**config.mk**
```make
export PLATFORM = sky130hd
export DESIGN_NAME = pattern_interval_timer_core
export DESIGN_NICKNAME = d
export VERILOG_FILES = /design/src/hdl/pit_pkg.sv /design/src/hdl/pit_cfg_regs.sv /design/src/hdl/pit_exec.sv /design/src/hdl/pattern_interval_timer_core.sv
export VERILOG_INCLUDE_DIRS = /design/src /design/src/hdl
export SDC_FILE = /design/constraint.sdc
export NUM_CORES = 1
export LEC_CHECK = 0
export BUFFER_PORTS_ARGS = -buffer_cell sky130_fd_sc_hd__buf_2
export CAP_MARGIN = 20
export CELL_PAD_IN_SITES_DETAIL_PLACEMENT = 0
export CELL_PAD_IN_SITES_GLOBAL_PLACEMENT = 1
export CORE_MARGIN = 1.5
export CORE_UTILIZATION = 46
export CTS_CLUSTER_SIZE = 30
export DETAILED_ROUTE_END_ITERATION = 7
export PLACE_DENSITY = 0.77
export RECOVER_POWER = 25
export SYNTH_ARGS = -nofsm -noshare
export SYNTH_HDL_FRONTEND = slang
export SYNTH_SLANG_ARGS = --single-unit
```
**constraint.sdc**
```tcl
create_clock -name clk -period 5.4 [get_ports clk]
set_clock_uncertainty 0.05 [all_clocks]
set_input_delay 1.08 -clock clk [delete_from_list [all_inputs] [get_ports clk]]
set_output_delay 1.08 -clock clk [all_outputs]
set_load 0.005 [all_outputs]
```
**src/hdl/pattern_interval_timer_core_assert.svh**
```systemverilog
// Assertion macros shared by the timer core.
// Each macro expects clk and rst_n to be visible where it is used.
`ifndef PATTERN_INTERVAL_TIMER_CORE_ASSERT_SVH
`define PATTERN_INTERVAL_TIMER_CORE_ASSERT_SVH

// Consequent must hold in the same cycle as the antecedent.
`define PIT_ASSERT_NOW(lbl, ante, cons, msg) \
  lbl: assert property (@(posedge clk) disable iff (!rst_n) (ante) |-> (cons)) \
    else $error(msg);

// Consequent must hold in the cycle after the antecedent.
`define PIT_ASSERT_NEXT(lbl, ante, cons, msg) \
  lbl: assert property (@(posedge clk) disable iff (!rst_n) (ante) |=> (cons)) \
    else $error(msg);

`endif

```
**src/hdl/pit_pkg.sv**
```systemverilog
package pit_pkg;

  localparam int TIME_W            = 32;
  localparam int ACTION_W          = 3;
  localparam int MODE_W            = 2;
  localparam int PLEN_W            = 3;
  localparam int CFG_IDX_W         = 3;
  localparam int CFG_DATA_W        = 32;
  localparam int PATTERN_DEPTH_DEF = 4;

  // Configuration register indexes.
  localparam logic [CFG_IDX_W-1:0] CFG_COOLDOWN = 3'd0;
  localparam logic [CFG_IDX_W-1:0] CFG_MODE     = 3'd1;
  localparam logic [CFG_IDX_W-1:0] CFG_PLEN     = 3'd2;
  localparam logic [CFG_IDX_W-1:0] CFG_WORD0    = 3'd3;

  typedef enum logic [ACTION_W-1:0] {
    ACT_TICK         = 3'd0,
    ACT_POLL_STORED  = 3'd1,
    ACT_POLL_GIVEN   = 3'd2,
    ACT_POLL_PATTERN = 3'd3,
    ACT_CLEAR        = 3'd4
  } pit_action_t;

  typedef enum logic [MODE_W-1:0] {
    MODE_TRIGGER  = 2'd0,
    MODE_SWITCH   = 2'd1,
    MODE_DISABLED = 2'd2
  } pit_mode_t;

  // Decisions taken by the execute logic for one request.
  typedef struct packed {
    logic has_result;
    logic result;
    logic elapsed_clr;
    logic elapsed_inc;
    logic flag_tog;
    logic step_adv;
  } pit_ctrl_t;

  // Width of the pattern step counter for a given table depth.
  function automatic int pit_step_w(input int depth);
    pit_step_w = (depth > 1) ? $clog2(depth) : 1;
  endfunction

endpackage

```
**src/hdl/pit_cfg_regs.sv**
```systemverilog
module pit_cfg_regs #(
  parameter int PATTERN_DEPTH = pit_pkg::PATTERN_DEPTH_DEF
) (
  input  logic                            clk,
  input  logic                            rst_n,
  input  logic                            cfg_we,
  input  logic [pit_pkg::CFG_IDX_W-1:0]   cfg_index,
  input  logic [pit_pkg::CFG_DATA_W-1:0]  cfg_wdata,
  output logic [pit_pkg::TIME_W-1:0]      cooldown,
  output logic [pit_pkg::MODE_W-1:0]      mode,
  output logic [pit_pkg::PLEN_W-1:0]      plen,
  output logic [pit_pkg::TIME_W-1:0]      words [PATTERN_DEPTH]
);
  import pit_pkg::*;

  logic [TIME_W-1:0] cooldown_r;
  logic [MODE_W-1:0] mode_r;
  logic [PLEN_W-1:0] plen_r;
  logic [TIME_W-1:0] words_r [PATTERN_DEPTH];

  // Pattern words beyond the table depth are never read, so they are not kept.
  always_ff @(posedge clk) begin
    if (!rst_n) begin
      cooldown_r <= '0;
      mode_r     <= '0;
      plen_r     <= '0;
      for (int i = 0; i < PATTERN_DEPTH; i++) begin
        words_r[i] <= '0;
      end
    end else if (cfg_we) begin
      if (cfg_index == CFG_COOLDOWN) cooldown_r <= cfg_wdata[TIME_W-1:0];
      if (cfg_index == CFG_MODE)     mode_r     <= cfg_wdata[MODE_W-1:0];
      if (cfg_index == CFG_PLEN)     plen_r     <= cfg_wdata[PLEN_W-1:0];
      for (int i = 0; i < PATTERN_DEPTH; i++) begin
        if (cfg_index == CFG_IDX_W'(int'(CFG_WORD0) + i)) begin
          words_r[i] <= cfg_wdata[TIME_W-1:0];
        end
      end
    end
  end

  assign cooldown = cooldown_r;
  assign mode     = mode_r;
  assign plen     = plen_r;
  assign words    = words_r;

endmodule

```
**src/hdl/pit_exec.sv**
```systemverilog
module pit_exec #(
  parameter int PATTERN_DEPTH = pit_pkg::PATTERN_DEPTH_DEF,
  parameter int STEP_W        = pit_pkg::pit_step_w(PATTERN_DEPTH)
) (
  input  logic [pit_pkg::ACTION_W-1:0] action,
  input  logic [pit_pkg::TIME_W-1:0]   given,
  input  logic [pit_pkg::TIME_W-1:0]   cooldown,
  input  logic [pit_pkg::MODE_W-1:0]   mode,
  input  logic [pit_pkg::PLEN_W-1:0]   plen,
  input  logic [pit_pkg::TIME_W-1:0]   words [PATTERN_DEPTH],
  input  logic [pit_pkg::TIME_W-1:0]   elapsed,
  input  logic [STEP_W-1:0]            step,
  input  logic                         flag,
  output pit_pkg::pit_ctrl_t           ctrl,
  output logic [STEP_W-1:0]            step_nxt
);
  import pit_pkg::*;

  localparam logic [PLEN_W-1:0] DEPTH_L = PLEN_W'(PATTERN_DEPTH);

  pit_action_t       act;
  logic [PLEN_W-1:0] len;
  logic [STEP_W-1:0] cur;
  logic [PLEN_W-1:0] cur_inc;
  logic [TIME_W-1:0] word_sel;
  logic [TIME_W-1:0] limit;
  logic              expired;
  logic              pat;
  logic              empty;

  assign act = pit_action_t'(action);

  // Length in use saturates at the table depth; an out-of-range step reads word 0.
  assign len = (plen > DEPTH_L) ? DEPTH_L : plen;
  assign cur = (PLEN_W'(step) < len) ? step : '0;

  always_comb begin
    word_sel = words[0];
    for (int i = 1; i < PATTERN_DEPTH; i++) begin
      if (cur == STEP_W'(i)) word_sel = words[i];
    end
  end

  assign pat     = (act == ACT_POLL_PATTERN);
  assign empty   = pat && (len == '0);
  assign limit   = (act == ACT_POLL_STORED) ? cooldown :
                   (act == ACT_POLL_GIVEN)  ? given    : word_sel;
  assign expired = (elapsed >= limit);

  assign cur_inc  = PLEN_W'(cur) + PLEN_W'(1);
  assign step_nxt = (cur_inc >= len) ? '0 : cur_inc[STEP_W-1:0];

  always_comb begin
    ctrl = '0;
    case (act)
      ACT_TICK:  ctrl.elapsed_inc = 1'b1;
      ACT_CLEAR: ctrl.elapsed_clr = 1'b1;
      ACT_POLL_STORED, ACT_POLL_GIVEN, ACT_POLL_PATTERN: begin
        ctrl.has_result = 1'b1;
        if (!empty) begin
          if (mode == MODE_TRIGGER) begin
            ctrl.result      = expired;
            ctrl.elapsed_clr = expired;
            ctrl.step_adv    = expired && pat;
          end else if (mode == MODE_SWITCH) begin
            // The step moves on only when the flag falls back to off.
            ctrl.result      = flag ^ expired;
            ctrl.flag_tog    = expired;
            ctrl.elapsed_clr = expired;
            ctrl.step_adv    = expired && pat && flag;
          end
        end
      end
      default: ctrl = '0;
    endcase
  end

endmodule

```
**src/hdl/pattern_interval_timer_core.sv**
```systemverilog
// Path: a request is captured in the input register and its result in the output register.
// Throughput: one request per cycle while the output is not stalled; the execute stage
// closes the state loop (counter, flag and pattern step) combinationally, and the output register
// lets a new request in while a result waits.
// Reset: synchronous, active low; clears all configuration, the counter,
// the step, the flag and both stage valids.
`include "pattern_interval_timer_core_assert.svh"

module pattern_interval_timer_core #(
  parameter int PATTERN_DEPTH = pit_pkg::PATTERN_DEPTH_DEF
) (
  input  logic                           clk,
  input  logic                           rst_n,
  input  logic                           in_valid,
  output logic                           in_stall,
  input  logic [pit_pkg::ACTION_W-1:0]   in_action,
  input  logic [pit_pkg::TIME_W-1:0]     in_cooldown_value,
  output logic                           out_valid,
  input  logic                           out_stall,
  output logic                           out_timer_state,
  input  logic                           cfg_we,
  input  logic [pit_pkg::CFG_IDX_W-1:0]  cfg_index,
  input  logic [pit_pkg::CFG_DATA_W-1:0] cfg_wdata
);
  import pit_pkg::*;

  localparam int STEP_W = pit_step_w(PATTERN_DEPTH);

  // Configuration registers.
  logic [TIME_W-1:0] cfg_cooldown;
  logic [MODE_W-1:0] cfg_mode;
  logic [PLEN_W-1:0] cfg_plen;
  logic [TIME_W-1:0] cfg_words [PATTERN_DEPTH];

  // Input register: holds one request for the execute stage.
  logic                s1_valid_r, s1_valid_nxt;
  logic [ACTION_W-1:0] s1_action_r;
  logic [TIME_W-1:0]   s1_given_r;

  // Timer state.
  logic [TIME_W-1:0] elapsed_r, elapsed_nxt;
  logic [STEP_W-1:0] step_r, step_nxt;
  logic              flag_r, flag_nxt;

  // Output register.
  logic out_valid_r, out_valid_nxt;
  logic out_state_r, out_state_nxt;

  pit_ctrl_t         ctrl;
  logic [STEP_W-1:0] step_adv_val;
  logic              out_free;
  logic              s1_adv;
  logic              in_take;

  pit_cfg_regs #(
    .PATTERN_DEPTH (PATTERN_DEPTH)
  ) u_cfg (
    .clk       (clk),
    .rst_n     (rst_n),
    .cfg_we    (cfg_we),
    .cfg_index (cfg_index),
    .cfg_wdata (cfg_wdata),
    .cooldown  (cfg_cooldown),
    .mode      (cfg_mode),
    .plen      (cfg_plen),
    .words     (cfg_words)
  );

  pit_exec #(
    .PATTERN_DEPTH (PATTERN_DEPTH),
    .STEP_W        (STEP_W)
  ) u_exec (
    .action   (s1_action_r),
    .given    (s1_given_r),
    .cooldown (cfg_cooldown),
    .mode     (cfg_mode),
    .plen     (cfg_plen),
    .words    (cfg_words),
    .elapsed  (elapsed_r),
    .step     (step_r),
    .flag     (flag_r),
    .ctrl     (ctrl),
    .step_nxt (step_adv_val)
  );

  // The execute stage retires its request when that request gives no result,
  // or when the output register is empty or being emptied this cycle. A tick
  // or clear therefore never waits on the result side.
  assign out_free = !out_valid_r || !out_stall;
  assign s1_adv   = s1_valid_r && (!ctrl.has_result || out_free);
  assign in_stall = s1_valid_r && !s1_adv;
  assign in_take  = in_valid && !in_stall;

  always_comb begin
    s1_valid_nxt = s1_valid_r;
    if (!in_stall) begin
      s1_valid_nxt = in_valid;
    end
  end

  // State only moves when the execute stage retires its request, so a stalled
  // poll is evaluated again, unchanged, in the following cycle.
  always_comb begin
    elapsed_nxt = elapsed_r;
    step_nxt    = step_r;
    flag_nxt    = flag_r;
    if (s1_adv) begin
      if (ctrl.elapsed_clr) begin
        elapsed_nxt = '0;
      end else if (ctrl.elapsed_inc) begin
        elapsed_nxt = elapsed_r + TIME_W'(1);
      end
      if (ctrl.step_adv) step_nxt = step_adv_val;
      if (ctrl.flag_tog) flag_nxt = !flag_r;
    end
  end

  always_comb begin
    out_valid_nxt = out_valid_r;
    out_state_nxt = out_state_r;
    if (s1_adv && ctrl.has_result) begin
      out_valid_nxt = 1'b1;
      out_state_nxt = ctrl.result;
    end else if (!out_stall) begin
      out_valid_nxt = 1'b0;
    end
  end

  always_ff @(posedge clk) begin
    if (!rst_n) begin
      s1_valid_r  <= 1'b0;
      elapsed_r   <= '0;
      step_r      <= '0;
      flag_r      <= 1'b0;
      out_valid_r <= 1'b0;
    end else begin
      s1_valid_r  <= s1_valid_nxt;
      elapsed_r   <= elapsed_nxt;
      step_r      <= step_nxt;
      flag_r      <= flag_nxt;
      out_valid_r <= out_valid_nxt;
    end
  end

  // Payload registers carry no reset.
  always_ff @(posedge clk) begin
    if (in_take) begin
      s1_action_r <= in_action;
      s1_given_r  <= in_cooldown_value;
    end
    out_state_r <= out_state_nxt;
  end

  assign out_valid       = out_valid_r;
  assign out_timer_state = out_state_r;

  // The input side is only held back by a request sitting in the execute stage.
  `PIT_ASSERT_NOW(a_stall_needs_item, in_stall, s1_valid_r, "stall without a held request")
  // A retired tick moves the counter on by exactly one.
  `PIT_ASSERT_NEXT(a_tick_counts, s1_adv && ctrl.elapsed_inc,
                   elapsed_r == $past(elapsed_r) + TIME_W'(1), "tick did not advance counter")
  // With the timer disabled a poll reports zero.
  `PIT_ASSERT_NEXT(a_disabled_zero,
                   s1_adv && ctrl.has_result && (cfg_mode == MODE_DISABLED),
                   out_valid && !out_timer_state, "disabled poll did not report zero")

endmodule

```
==> results of run 1 <==
## cells in the mapped netlist, types with 14 or more instances
master,number,area (um^2)
edfxtp_1,36,1081
mux2i_1,36,360.4
ha_1,40,500.5
nor2_1,85,319.1
clkbuf_1,77,289.0
or3_1,15,93.84
o211ai_1,36,270.3
nand3_1,14,70.07
o21ai_0,57,285.3
a21oi_1,103,515.5
dfxtp_1,202,4044
nand2_1,387,1453
a21boi_0,166,1246
## state kept, by name (all words and copies together) (netlist names), 2 cells and up
name	count
s1_given_r	32
step_r	2
u_cfg.plen	3
u_cfg.mode	2
u_cfg.words	128
s1_action_r	3
elapsed_r	32
u_cfg.cooldown	32
## area by class of cell
| type | count | area, um^2 |
|---|---|---|
| Antenna cell | 1 | 2.502 |
| Clock buffer | 45 | 898.4 |
| Clock inverter | 6 | 80.08 |
| Fill cell | 2385 | 11230 |
| Inverter | 10 | 37.54 |
| Multi-Input combinational cell | 1043 | 5948 |
| Sequential cell | 238 | 5125 |
| Tap cell | 324 | 405.4 |
| Timing Repair Buffer | 103 | 590.6 |
## how the worst max path moves through the flow
stage / from / slack (ns) / to
finish: u_cfg.plen[2]$_SDFFE_PN0P_ / 0.38 / elapsed_r[3]$_SDFFE_PN0P_
detailed placement: u_cfg.plen[2]$_SDFFE_PN0P_ / 0.32 / elapsed_r[30]$_SDFFE_PN0P_
global route: u_cfg.plen[2]$_SDFFE_PN0P_ / -0.001 / step_r[1]$_SDFFE_PN0P_
floorplan: u_cfg.plen[2]$_SDFFE_PN0P_ / 0.66 / elapsed_r[3]$_SDFFE_PN0P_
CTS: u_cfg.plen[2]$_SDFFE_PN0P_ / 0.26 / elapsed_r[26]$_SDFFE_PN0P_
global placement: u_cfg.plen[2]$_SDFFE_PN0P_ / 0.39 / elapsed_r[25]$_SDFFE_PN0P_
## per-stage QoR
stage / hold slack [ns] / setup WS [ns] / TNS [ns] / cells
global route: 0.4329 / -0.001434 / -0.001434 / 1770
CTS: 0.4157 / 0.2644 / 0 / 1765
global placement: 0.4015 / 0.3871 / 0 / 1714
detailed placement: 0.4078 / 0.3206 / 0 / 1714
floorplan: 0.3928 / 0.6604 / 0 / 1384
finish: 0.4127 / 0.3844 / 0 / 1770
## worst reg2reg max path, cell delays in order (launching register included)
cell and delay, ns:
dfxtp_1 0.42, inv_1 0.09, nand2_1 0.10, ha_1 0.24
nor2_1 0.10, o21a_1 0.23, ha_2 0.25, buf_12 0.23
mux2i_1 0.25, nor2_1 0.05, a21oi_1 0.14, o211ai_1 0.12
o21ai_0 0.14, nor2_1 0.06, a21oi_1 0.30, ha_1 0.31
nand4_1 0.16, nor3_1 0.08, a221oi_1 0.45, a31oi_1 0.21
or3_1 0.39, or4_1 0.51, nand2_1 0.08
## cells by family after synthesis
family | share of synthesized area (%)
AO/OA/AOI/OAI | 22.46
XOR/XNOR | 0.6149
adder cells (fa/ha/maj) | 4.392
buffers and inverters | 3.481
flip-flops | 44.97
multiplexers | 3.162
AND/OR/NAND/NOR | 20.92
## power groups by stage
stage | Sequential [mW] | Combinational (mW) | Clock, mW
2_1_floorplan | 1.89 | 0.153 | 0
3_3_place_gp | 1.90 | 0.260 | 0
3_5_place_dp | 1.90 | 0.262 | 0
4_1_cts | 1.86 | 0.263 | 2.01
5_1_grt | 1.87 | 0.295 | 2.08
6_report | 1.86 | 0.264 | 1.97
## per-layer routing
metal	wire, um	part of all wire, %	global-route usage, %	vias to the layer above
li1	-	-	-	4858
met1	15920	50	37.45	4454
met2	13850	44	38.31	205
met3	1454	4.6	2.660	35
met4	386	1.2	4.885	0
met5	0	0	0	-
## what timing repair did
action                                  4_1_cts  5_1_grt
endpoints found under the setup margin        0       29
buffers inserted                              0        3
hold buffers                                  0        0
resized for setup                             0        3
==> out/qor.csv, run 1 <==
stage,metric,value,unit
routing,TritonRoute pass-1 iters,5,
routing,average wire per standard cell,17.86,um
critical_path,Slowest cell on crit path,or4_1,
synthesis,Synth warnings,0,
synthesis,synthesized area,0.01140,mm^2
timing,setup violators final,0,
worst_hold_path,HP Start,u_cfg.cooldown[28]$_SDFFE_PN0P_,
power,PwrDens,313.1,mW/mm^2
critical_path,data arrival time of the worst path,5.45,ns
cts,Root Buffer,clkbuf_16,
worst_hold_path,Hold Path Class,reg2reg,
cts,"Reg clk slew, reported paths",0.06,ns
power,Internal,3.163,mW
cells_and_area,layout cells sized above 1,10.73,%
routing,routed wire length,31610,um
floorplanning,die area,0.02573,mm^2
global_routing,pin count of the biggest net entering global routing,89,
cts,maximum clock insertion buffer count,3,
critical_path,Crit Reg-Reg Endpoint,elapsed_r[3]$_SDFFE_PN0P_,
global_routing,antenna violations before repair,1,
cts,total CTS buffers,28,
placed_design,PortBufs,77,
run,Max-cap violations,2,
critical_path,worst path required time,5.84,ns
cells_and_area,post-route cell area,0.01309,mm^2
synthesis,"EDFF count, synth",36,
power,Final Total Pwr,4.097,mW
cells_and_area,most frequent cells in the layout,"nand2_1, dfxtp_1, a21boi_0",
power,Net Sw Power,0.9347,mW
routing,DR DRC count,0,
synthesis,Post-Syn Instances,1384,
placed_design,DPL Wire Length,20960,um
critical_path,crit start category,register,
power,Sw Ratio,22.81,%
critical_path,kind of critical path,reg2reg,
critical_path,reg-to-reg startpoint,u_cfg.plen[2]$_SDFFE_PN0P_,
power,clock share of power,48.0,%
critical_path,Worst setup EP type,register,
floorplanning,Rows,57,
critical_path,R2R Setup Slk,0.38,ns
floorplanning,DIE HEIGHT,160.4,um
power,Comb power frac,6.4,%
floorplanning,core area,0.02432,mm^2
timing,Slew Limit Fails,66,
timing,Worst slew margin,-32.83,%
cts,H-tree depth,1,
power,Worst VDD drop,0.2329,mV
routing,Vias,9552,
outcome,status,"complete, but fails checks",
timing,Fin. Hold Viols,0,
cells_and_area,Area Overhead vs Synth,14.84,%
global_routing,Congestion Overflow GR,0,
cts,clk sinks,238,
worst_hold_path,Worst Hold End,u_cfg.cooldown[28]$_SDFFE_PN0P_,
floorplanning,Die X,160.4,um
timing,Max Clock Freq,199.4,MHz
global_routing,first-pass GRT wire length,50940,um
synthesis,synth unique cells,47,
routing,Vias per Instance,5.397,
global_routing,vias in the first global route,9023,
critical_path,R2R depth,22,
power,P_leak,4.484,nW
worst_hold_path,Worst Hold Path Cells,2,
cts,CTS tree,built,
critical_path,Max stage delay on crit path,0.51,ns
floorplanning,initial core utilization,46.86,%
synthesis,dominant synthesized flop cell,dfxtp_1,
critical_path,crit-path cells,inv_1 > nand2_1 > ha_1 > nor2_1 > o21a_1 > ha_2 > buf_12 > mux2i_1 > nor2_1 > a21oi_1 > o211ai_1 > o21ai_0 > nor2_1 > a21oi_1 > ha_1 > nand4_1 > nor3_1 > a221oi_1 > a31oi_1 > or3_1 > or4_1 > nand2_1,
routing,remaining antenna violation count,0,
synthesis,Yosys reg bits,238,
critical_path,logic depth of the worst setup path including buffers,22,
cells_and_area,final core occ,53.81,%
routing,DR iter-0 viols,713,
placed_design,GP Congestion,0.8477,
synthesis,Syn Area/Cell,8.234,um^2
timing,fin crit share,92.88,%
cts,Clock Latency Late Sink,0.54,ns
cells_and_area,"most common cell after layout, fill and taps aside",nand2_1,
floorplanning,I/O Pins,78,
power,Sequential Power Share,45.5,%
critical_path,CP max FO,25,
critical_path,CP bufs+invs,2,
synthesis,register area share after synthesis,44.97,%
timing,Tmin final,5.016,ns
synthesis,Post-Syn Nets,1499,
placed_design,Placed Area,0.01208,mm^2
timing,Least-Margin Pin Slew,1.993,ns
cells_and_area,nets@finish,1539,
global_routing,overall routing resource usage,24.82,%
critical_path,CP dominant cell by count,nor2_1,
critical_path,Crit path max-delay family,compound AO/OA/AOI/OAI gates,
synthesis,"Async S/R FF share, synth",0,%
outcome,violated checks,"capacitance limit, slew limit",
Note: power is estimated with default switching activity, not from simulation.
==> inputs of run 2 (changes only) <==
CELL_PAD_IN_SITES_DETAIL_PLACEMENT = 1   (was 0)
CELL_PAD_IN_SITES_GLOBAL_PLACEMENT = 2   (was 1)
CORE_UTILIZATION = 37   (was 46)
==> run 2 against run 1 <==
Against the previous run:
- the flow still finishes with violations (capacitance limit, slew limit)
- non-clock buffer count shrank 2
- sequential power hardly changed
- sequential cell count stayed put
==> out/qor.csv, run 2 (synthesis gave the netlist of run 1 again) <==
stage,metric,value,unit
critical_path,data arrival time of the worst path,5.42,ns
timing,setup TNS,0,ns
routing,DR DRC count,0,
outcome,status,"complete, but fails checks",
critical_path,CP bufs+invs,3,
power,Sw Ratio,24.24,%
cells_and_area,Area Overhead vs Synth,15.23,%
power,Final Total Pwr,4.054,mW
timing,Worst slew margin,-155.3,%
cells_and_area,final core occ,43.15,%
cells_and_area,max FFs per register,128,
cts,"Reg clk slew, reported paths",0.06,ns
cts,Root Buffer,clkbuf_16,
routing,Vias per Instance,5.256,
power,P_leak,4.477,nW
cells_and_area,post-route cell area,0.01313,mm^2
global_routing,GRT Max-Usage Layer,met2,
global_routing,met3 Usage GRT,2.621,%
critical_path,worst path required time,5.84,ns
timing,Tmin final,4.978,ns
power,clock share of power,47.3,%
global_routing,met2 layer usage reported by global route,36.05,%
floorplanning,Die X,178.5,um
critical_path,Worst setup EP type,register,
critical_path,crit-path cells,inv_1 > nand2_1 > ha_1 > nor2_1 > o21a_1 > ha_2 > buf_12 > mux2i_1 > nor2_1 > a21oi_1 > o211ai_1 > o21ai_0 > nor2_1 > a21oi_1 > ha_1 > nand4_1 > nor4_1 > a21boi_4 > o21ai_2 > buf_4 > or4_1 > a21oi_1,
global_routing,vias in the first global route,9948,
critical_path,Crit path max-delay family,compound AO/OA/AOI/OAI gates,
critical_path,logic depth of the worst setup path including buffers,22,
timing,RSZ-0062 raised after global routing,false,
routing,TritonRoute pass-1 iters,4,
power,Sequential Power Share,46.0,%
critical_path,kind of critical path,reg2reg,
floorplanning,core area,0.03043,mm^2
timing,Least-Margin Pin Slew,3.829,ns
global_routing,overall routing resource usage,22.60,%
worst_hold_path,Hold Path Class,reg2reg,
global_routing,pin count of the biggest net entering global routing,98,
cts,H-tree depth,1,
routing,routed wire length,35080,um
cts,maximum clock insertion buffer count,3,
cells_and_area,nets@finish,1538,
cts,CTS tree,built,
critical_path,R2R depth,22,
global_routing,antenna violations before repair,0,
power,Worst VDD drop,0.2486,mV
floorplanning,initial core utilization,37.45,%
timing,fin crit share,92.18,%
power,PwrDens,308.7,mW/mm^2
floorplanning,die area,0.03186,mm^2
cells_and_area,fill count,3651,
global_routing,first-pass GRT wire length,56030,um
placed_design,DPL Wire Length,24000,um
placed_design,PortBufs,77,
placed_design,GP Congestion,0.7988,
routing,average wire per standard cell,19.05,um
routing,DR iter-0 viols,730,
run,Max-cap violations,1,
critical_path,Max stage delay on crit path,0.51,ns
cells_and_area,most frequent cells in the layout,"nand2_1, dfxtp_1, a21boi_0",
timing,setup violators final,0,
placed_design,Placed Area,0.01218,mm^2
power,Net Sw Power,0.9826,mW
power,Internal,3.072,mW
timing,Fin. Hold Viols,0,
routing,Vias,9677,
floorplanning,DIE HEIGHT,178.5,um
outcome,violated checks,"capacitance limit, slew limit",
cells_and_area,number of antenna diodes,0,
power,Comb power frac,6.7,%
global_routing,GR Layer Usage met1,32.65,%
cells_and_area,layout cells sized above 1,11.07,%
floorplanning,I/O Pins,78,
timing,Slew Limit Fails,98,
worst_hold_path,Worst Hold Path Cells,2,
cells_and_area,"most common cell after layout, fill and taps aside",nand2_1,
critical_path,crit start category,register,
routing,remaining antenna violation count,0,
critical_path,Slowest cell on crit path,or4_1,
critical_path,CP max FO,19,
timing,Max Clock Freq,200.9,MHz
floorplanning,Rows,64,
cts,Clock Latency Late Sink,0.56,ns
cts,Hold Buf Count CTS,0,
cts,clk sinks,238,
cts,total CTS buffers,29,
global_routing,Congestion Overflow GR,0,
## run 2: cell types whose count changed in the layout (fill, tap and decap cells not counted), sizes merged
cell	delta
diode	-1
clkinv	+5
clkbuf	-11
bufinv	-1
buf	+6
inv	+1
## run 2: metrics by stage
stage / cells / setup slack, ns / hold WS (ns)
floorplan: 1384 / 0.6604 / 0.3928
global placement: 1787 / 0.4747 / 0.4005
detailed placement: 1787 / 0.2604 / 0.4087
CTS: 1840 / 0.2579 / 0.4165
global route: 1841 / 0.02234 / 0.4310
finish: 1841 / 0.4225 / 0.4111
## run 2: per-layer routing
layer	wire length, um	up-vias
met5	0	-
met4	629	0
met3	922	40
met2	15640	98
met1	17880	4685
li1	-	4854
## run 2: final timing paths
check                                                     start  slack [ns]                              end
worst min register to register  u_cfg.cooldown[14]$_SDFFE_PN0P_        0.41  u_cfg.cooldown[14]$_SDFFE_PN0P_
worst min-delay path            u_cfg.cooldown[14]$_SDFFE_PN0P_        0.41  u_cfg.cooldown[14]$_SDFFE_PN0P_
worst max-delay path                 u_cfg.plen[2]$_SDFFE_PN0P_        0.42       elapsed_r[26]$_SDFFE_PN0P_
worst max register to register       u_cfg.plen[2]$_SDFFE_PN0P_        0.42       elapsed_r[26]$_SDFFE_PN0P_
## run 2: power by group through the flow
stage | registers, mW | clock network, mW | logic (mW)
floorplan | 1.89 | 0 | 0.153
global placement | 1.90 | 0 | 0.265
detailed placement | 1.90 | 0 | 0.270
CTS | 1.87 | 1.97 | 0.271
global route | 1.87 | 2.04 | 0.304
finish | 1.87 | 1.92 | 0.272
## run 2: layout make-up
cell class	instances	area [um^2]	share of cell area, %
inverters	10	37.54	0.2859
clock buffers	42	844.6	6.432
multi-input cells	1043	5911	45.01
flip-flops and latches	238	5125	39.03
clock inverters	11	92.59	0.7051
repair buffers	101	625.6	4.764
well taps	396	495.5	3.773
## run 2: worst reg2reg max path, stage by stage, from the launching register on
cell and delay, ns:
dfxtp_1 0.42, inv_1 0.08, nand2_1 0.09, ha_1 0.24, nor2_1 0.09, o21a_1 0.22, ha_2 0.27, buf_12 0.21
mux2i_1 0.23, nor2_1 0.06, a21oi_1 0.32, o211ai_1 0.13, o21ai_0 0.13, nor2_1 0.06, a21oi_1 0.16, ha_1 0.17
nand4_1 0.15, nor4_1 0.44, a21boi_4 0.39, o21ai_2 0.11, buf_4 0.20, or4_1 0.51, a21oi_1 0.17
## run 2: repair_timing
| item | in CTS | in global routing |
|---|---|---|
| setup buffers | 0 | 0 |
| endpoints found under the hold margin | 0 | 0 |
| gates resized for setup | 0 | 2 |
| setup endpoints to repair | 0 | 12 |
==> inputs of run 3 (changes only) <==
--- a/config.mk
+++ b/config.mk
@@ -12,2 +12,3 @@
 export CELL_PAD_IN_SITES_GLOBAL_PLACEMENT = 2
+export CORE_ASPECT_RATIO = 0.75
 export CORE_MARGIN = 1.5
--- a/constraint.sdc
+++ b/constraint.sdc
@@ -4,2 +4,2 @@
 set_output_delay 1.08 -clock clk [all_outputs]
-set_load 0.005 [all_outputs]
+set_load 0.05 [all_outputs]
==> run 3 against run 2 <==
Against the previous run:
- the run still ends with capacitance limit, slew limit left
- worst setup slack worse by 0.053 ns
- final cell count grew 0.27%
- maximum frequency fell by 1.0%
- clock-buffer cell count fell by 11
- combinational power is 4% higher
- sequential cell count unchanged
- clock power barely moved
- utilization rose by 0.32 points
- die area hardly changed
- critical endpoint is now step_r[1]$_SDFFE_PN0P_
==> out/qor.csv, run 3 (synthesis gave the netlist of run 1 again) <==
stage,metric,value,unit
timing,Hold WS,0.4156,ns
cts,clk sinks,238,
critical_path,kind of critical path,reg2reg,
worst_hold_path,HP Start,u_cfg.words[26]$_SDFFE_PN0P_,
cells_and_area,number of antenna diodes,0,
timing,Max Clock Freq,198.8,MHz
cts,CTS tree,built,
critical_path,CP bufs+invs,3,
critical_path,R2R depth,23,
critical_path,Slowest cell on crit path,or4b_1,
critical_path,R2R Setup Slk,0.37,ns
critical_path,Crit path max-delay family,compound AO/OA/AOI/OAI gates,
worst_hold_path,Worst Hold Path Cells,2,
floorplanning,Die X,205.7,um
routing,DR iter-0 viols,450,
cells_and_area,max FFs per register,128,
routing,Vias per Instance,5.356,
routing,DR DRC count,0,
run,Max-cap violations,1,
cells_and_area,Area Overhead vs Synth,15.24,%
global_routing,pin count of the biggest net entering global routing,99,
cts,"Reg clk slew, reported paths",0.06,ns
global_routing,vias in the first global route,10060,
timing,Least-Margin Pin Slew,2.985,ns
routing,routed wire length,37710,um
critical_path,reg-to-reg startpoint,u_cfg.plen[2]$_SDFFE_PN0P_,
cts,maximum clock insertion buffer count,3,
cells_and_area,FF/Latch Area,0.005125,mm^2
outcome,violated checks,"capacitance limit, slew limit",
cells_and_area,area taken by multi-input logic gates,0.005933,mm^2
power,Final Total Pwr,4.044,mW
routing,TritonRoute pass-1 iters,4,
floorplanning,I/O Pins,78,
cells_and_area,layout cells sized above 1,10.99,%
global_routing,antenna violations before repair,0,
cts,Root Buffer,clkbuf_16,
cts,Hold Buf Count CTS,0,
global_routing,overall routing resource usage,24.01,%
global_routing,Congestion Overflow GR,0,
routing,Vias,9887,
power,PwrDens,307.9,mW/mm^2
critical_path,data arrival time of the worst path,5.45,ns
global_routing,first-pass GRT wire length,58900,um
timing,Tmin final,5.030,ns
cells_and_area,"most common cell after layout, fill and taps aside",nand2_1,
floorplanning,initial core utilization,37.72,%
cells_and_area,fill count,3613,
critical_path,Crit Reg-Reg Endpoint,step_r[1]$_SDFFE_PN0P_,
critical_path,crit start category,register,
cts,total CTS buffers,27,
critical_path,Max stage delay on crit path,0.54,ns
placed_design,PortBufs,77,
floorplanning,DIE HEIGHT,155.0,um
cells_and_area,most frequent cells in the layout,"nand2_1, dfxtp_1, a21boi_0",
critical_path,worst path required time,5.82,ns
timing,setup TNS,0,ns
placed_design,GP Congestion,0.7731,
timing,RSZ-0062 raised after global routing,false,
power,Worst VDD drop,0.2856,mV
critical_path,CP max FO,19,
power,P_leak,4.465,nW
floorplanning,core area,0.03021,mm^2
floorplanning,Rows,55,
cells_and_area,nets@finish,1541,
worst_hold_path,Worst Hold End,u_cfg.words[26]$_SDFFE_PN0P_,
timing,Fin. Hold Viols,0,
critical_path,Worst setup EP type,register,
timing,Slew Limit Fails,75,
cells_and_area,final core occ,43.47,%
placed_design,DPL Wire Length,24100,um
critical_path,crit-path cells,inv_1 > nand2_1 > ha_1 > a21oi_1 > o21a_1 > inv_1 > ha_2 > buf_12 > mux2i_1 > nor2_1 > a21oi_1 > o211ai_1 > o21ai_0 > nor2_1 > a21oi_1 > ha_1 > nand4_1 > nor3_1 > a221oi_2 > a31oi_1 > o21ai_0 > or4b_1 > a21boi_0,
routing,average wire per standard cell,20.43,um
cts,Clock Latency Late Sink,0.56,ns
outcome,status,"complete, but fails checks",
worst_hold_path,Hold Path Class,reg2reg,
routing,remaining antenna violation count,0,
critical_path,CP dominant cell by count,a21oi_1,
timing,Worst slew margin,-98.97,%
cts,H-tree depth,1,
timing,setup violators final,0,
floorplanning,die area,0.03187,mm^2
timing,fin crit share,93.15,%
[run 3: cell types whose count changed in the layout (fill, tap and decap cells not counted), sizes merged]
cell | previous run | this run
clkbuf | 44 | 43
inv | 11 | 12
bufinv | 1 | 3
buf | 99 | 94
clkinv | 9 | 14
[run 3: worst register-to-register path: cells and delay by family, from the launching register on]
family / cells / cell delay (ns)
AOI/OAI and AO/OA: 10 / 1.97
adders and majority gates: 3 / 0.77
DFF: 1 / 0.35
muxes: 1 / 0.24
and+or+nand+nor: 6 / 1.20
buffers and inverters: 3 / 0.37
[run 3: power breakdown]
part           internal, mW  total, mW  switching [mW]
clock                  1.11       1.90           0.789
combinational        0.0986      0.282           0.183
sequential             1.84       1.87          0.0228
[run 3: cell type report]
cell class                 count  area share, %
multi-input combinational   1043          45.18
tap                          399          3.801
inverter                      10         0.2858
sequential                   238          39.02
clock buffer                  31          5.564
timing repair buffer         106          4.859
clock inverter                19          1.286
[run 3: through the flow]
| step | area, um^2 | setup WS (ns) | instances |
|---|---|---|---|
| 5_1_grt | 13130 | 0.03706 | 1846 |
| 3_3_place_gp | 12210 | 0.4308 | 1794 |
| 6_report | 13130 | 0.3697 | 1846 |
| 4_1_cts | 13110 | 0.2609 | 1844 |
| 3_5_place_dp | 12210 | 0.2923 | 1794 |
| 2_1_floorplan | 11400 | 0.6604 | 1384 |
[run 3: worst max-delay path by stage]
stage	start	to	cells past startpoint
2_1_floorplan	u_cfg.plen[2]$_SDFFE_PN0P_	elapsed_r[3]$_SDFFE_PN0P_	24
3_3_place_gp	u_cfg.plen[2]$_SDFFE_PN0P_	elapsed_r[21]$_SDFFE_PN0P_	23
3_5_place_dp	u_cfg.plen[2]$_SDFFE_PN0P_	elapsed_r[9]$_SDFFE_PN0P_	23
4_1_cts	u_cfg.plen[2]$_SDFFE_PN0P_	elapsed_r[9]$_SDFFE_PN0P_	23
5_1_grt	u_cfg.plen[2]$_SDFFE_PN0P_	step_r[1]$_SDFFE_PN0P_	23
6_report	u_cfg.plen[2]$_SDFFE_PN0P_	step_r[1]$_SDFFE_PN0P_	23
[run 3: what timing repair did]
action	4_1_cts	5_1_grt
resized for setup	0	4
endpoints found under the setup margin	0	24
setup buffers	0	2
[run 3: routing by layer]
layer / track usage (%) / vias up / share of wire, %
li1: - / 4861 / -
met1: 33.86 / 4840 / 50
met2: 39.09 / 146 / 45
met3: 3.079 / 40 / 3.1
met4: 5.353 / 0 / 2.0
met5: 0 / - / 0
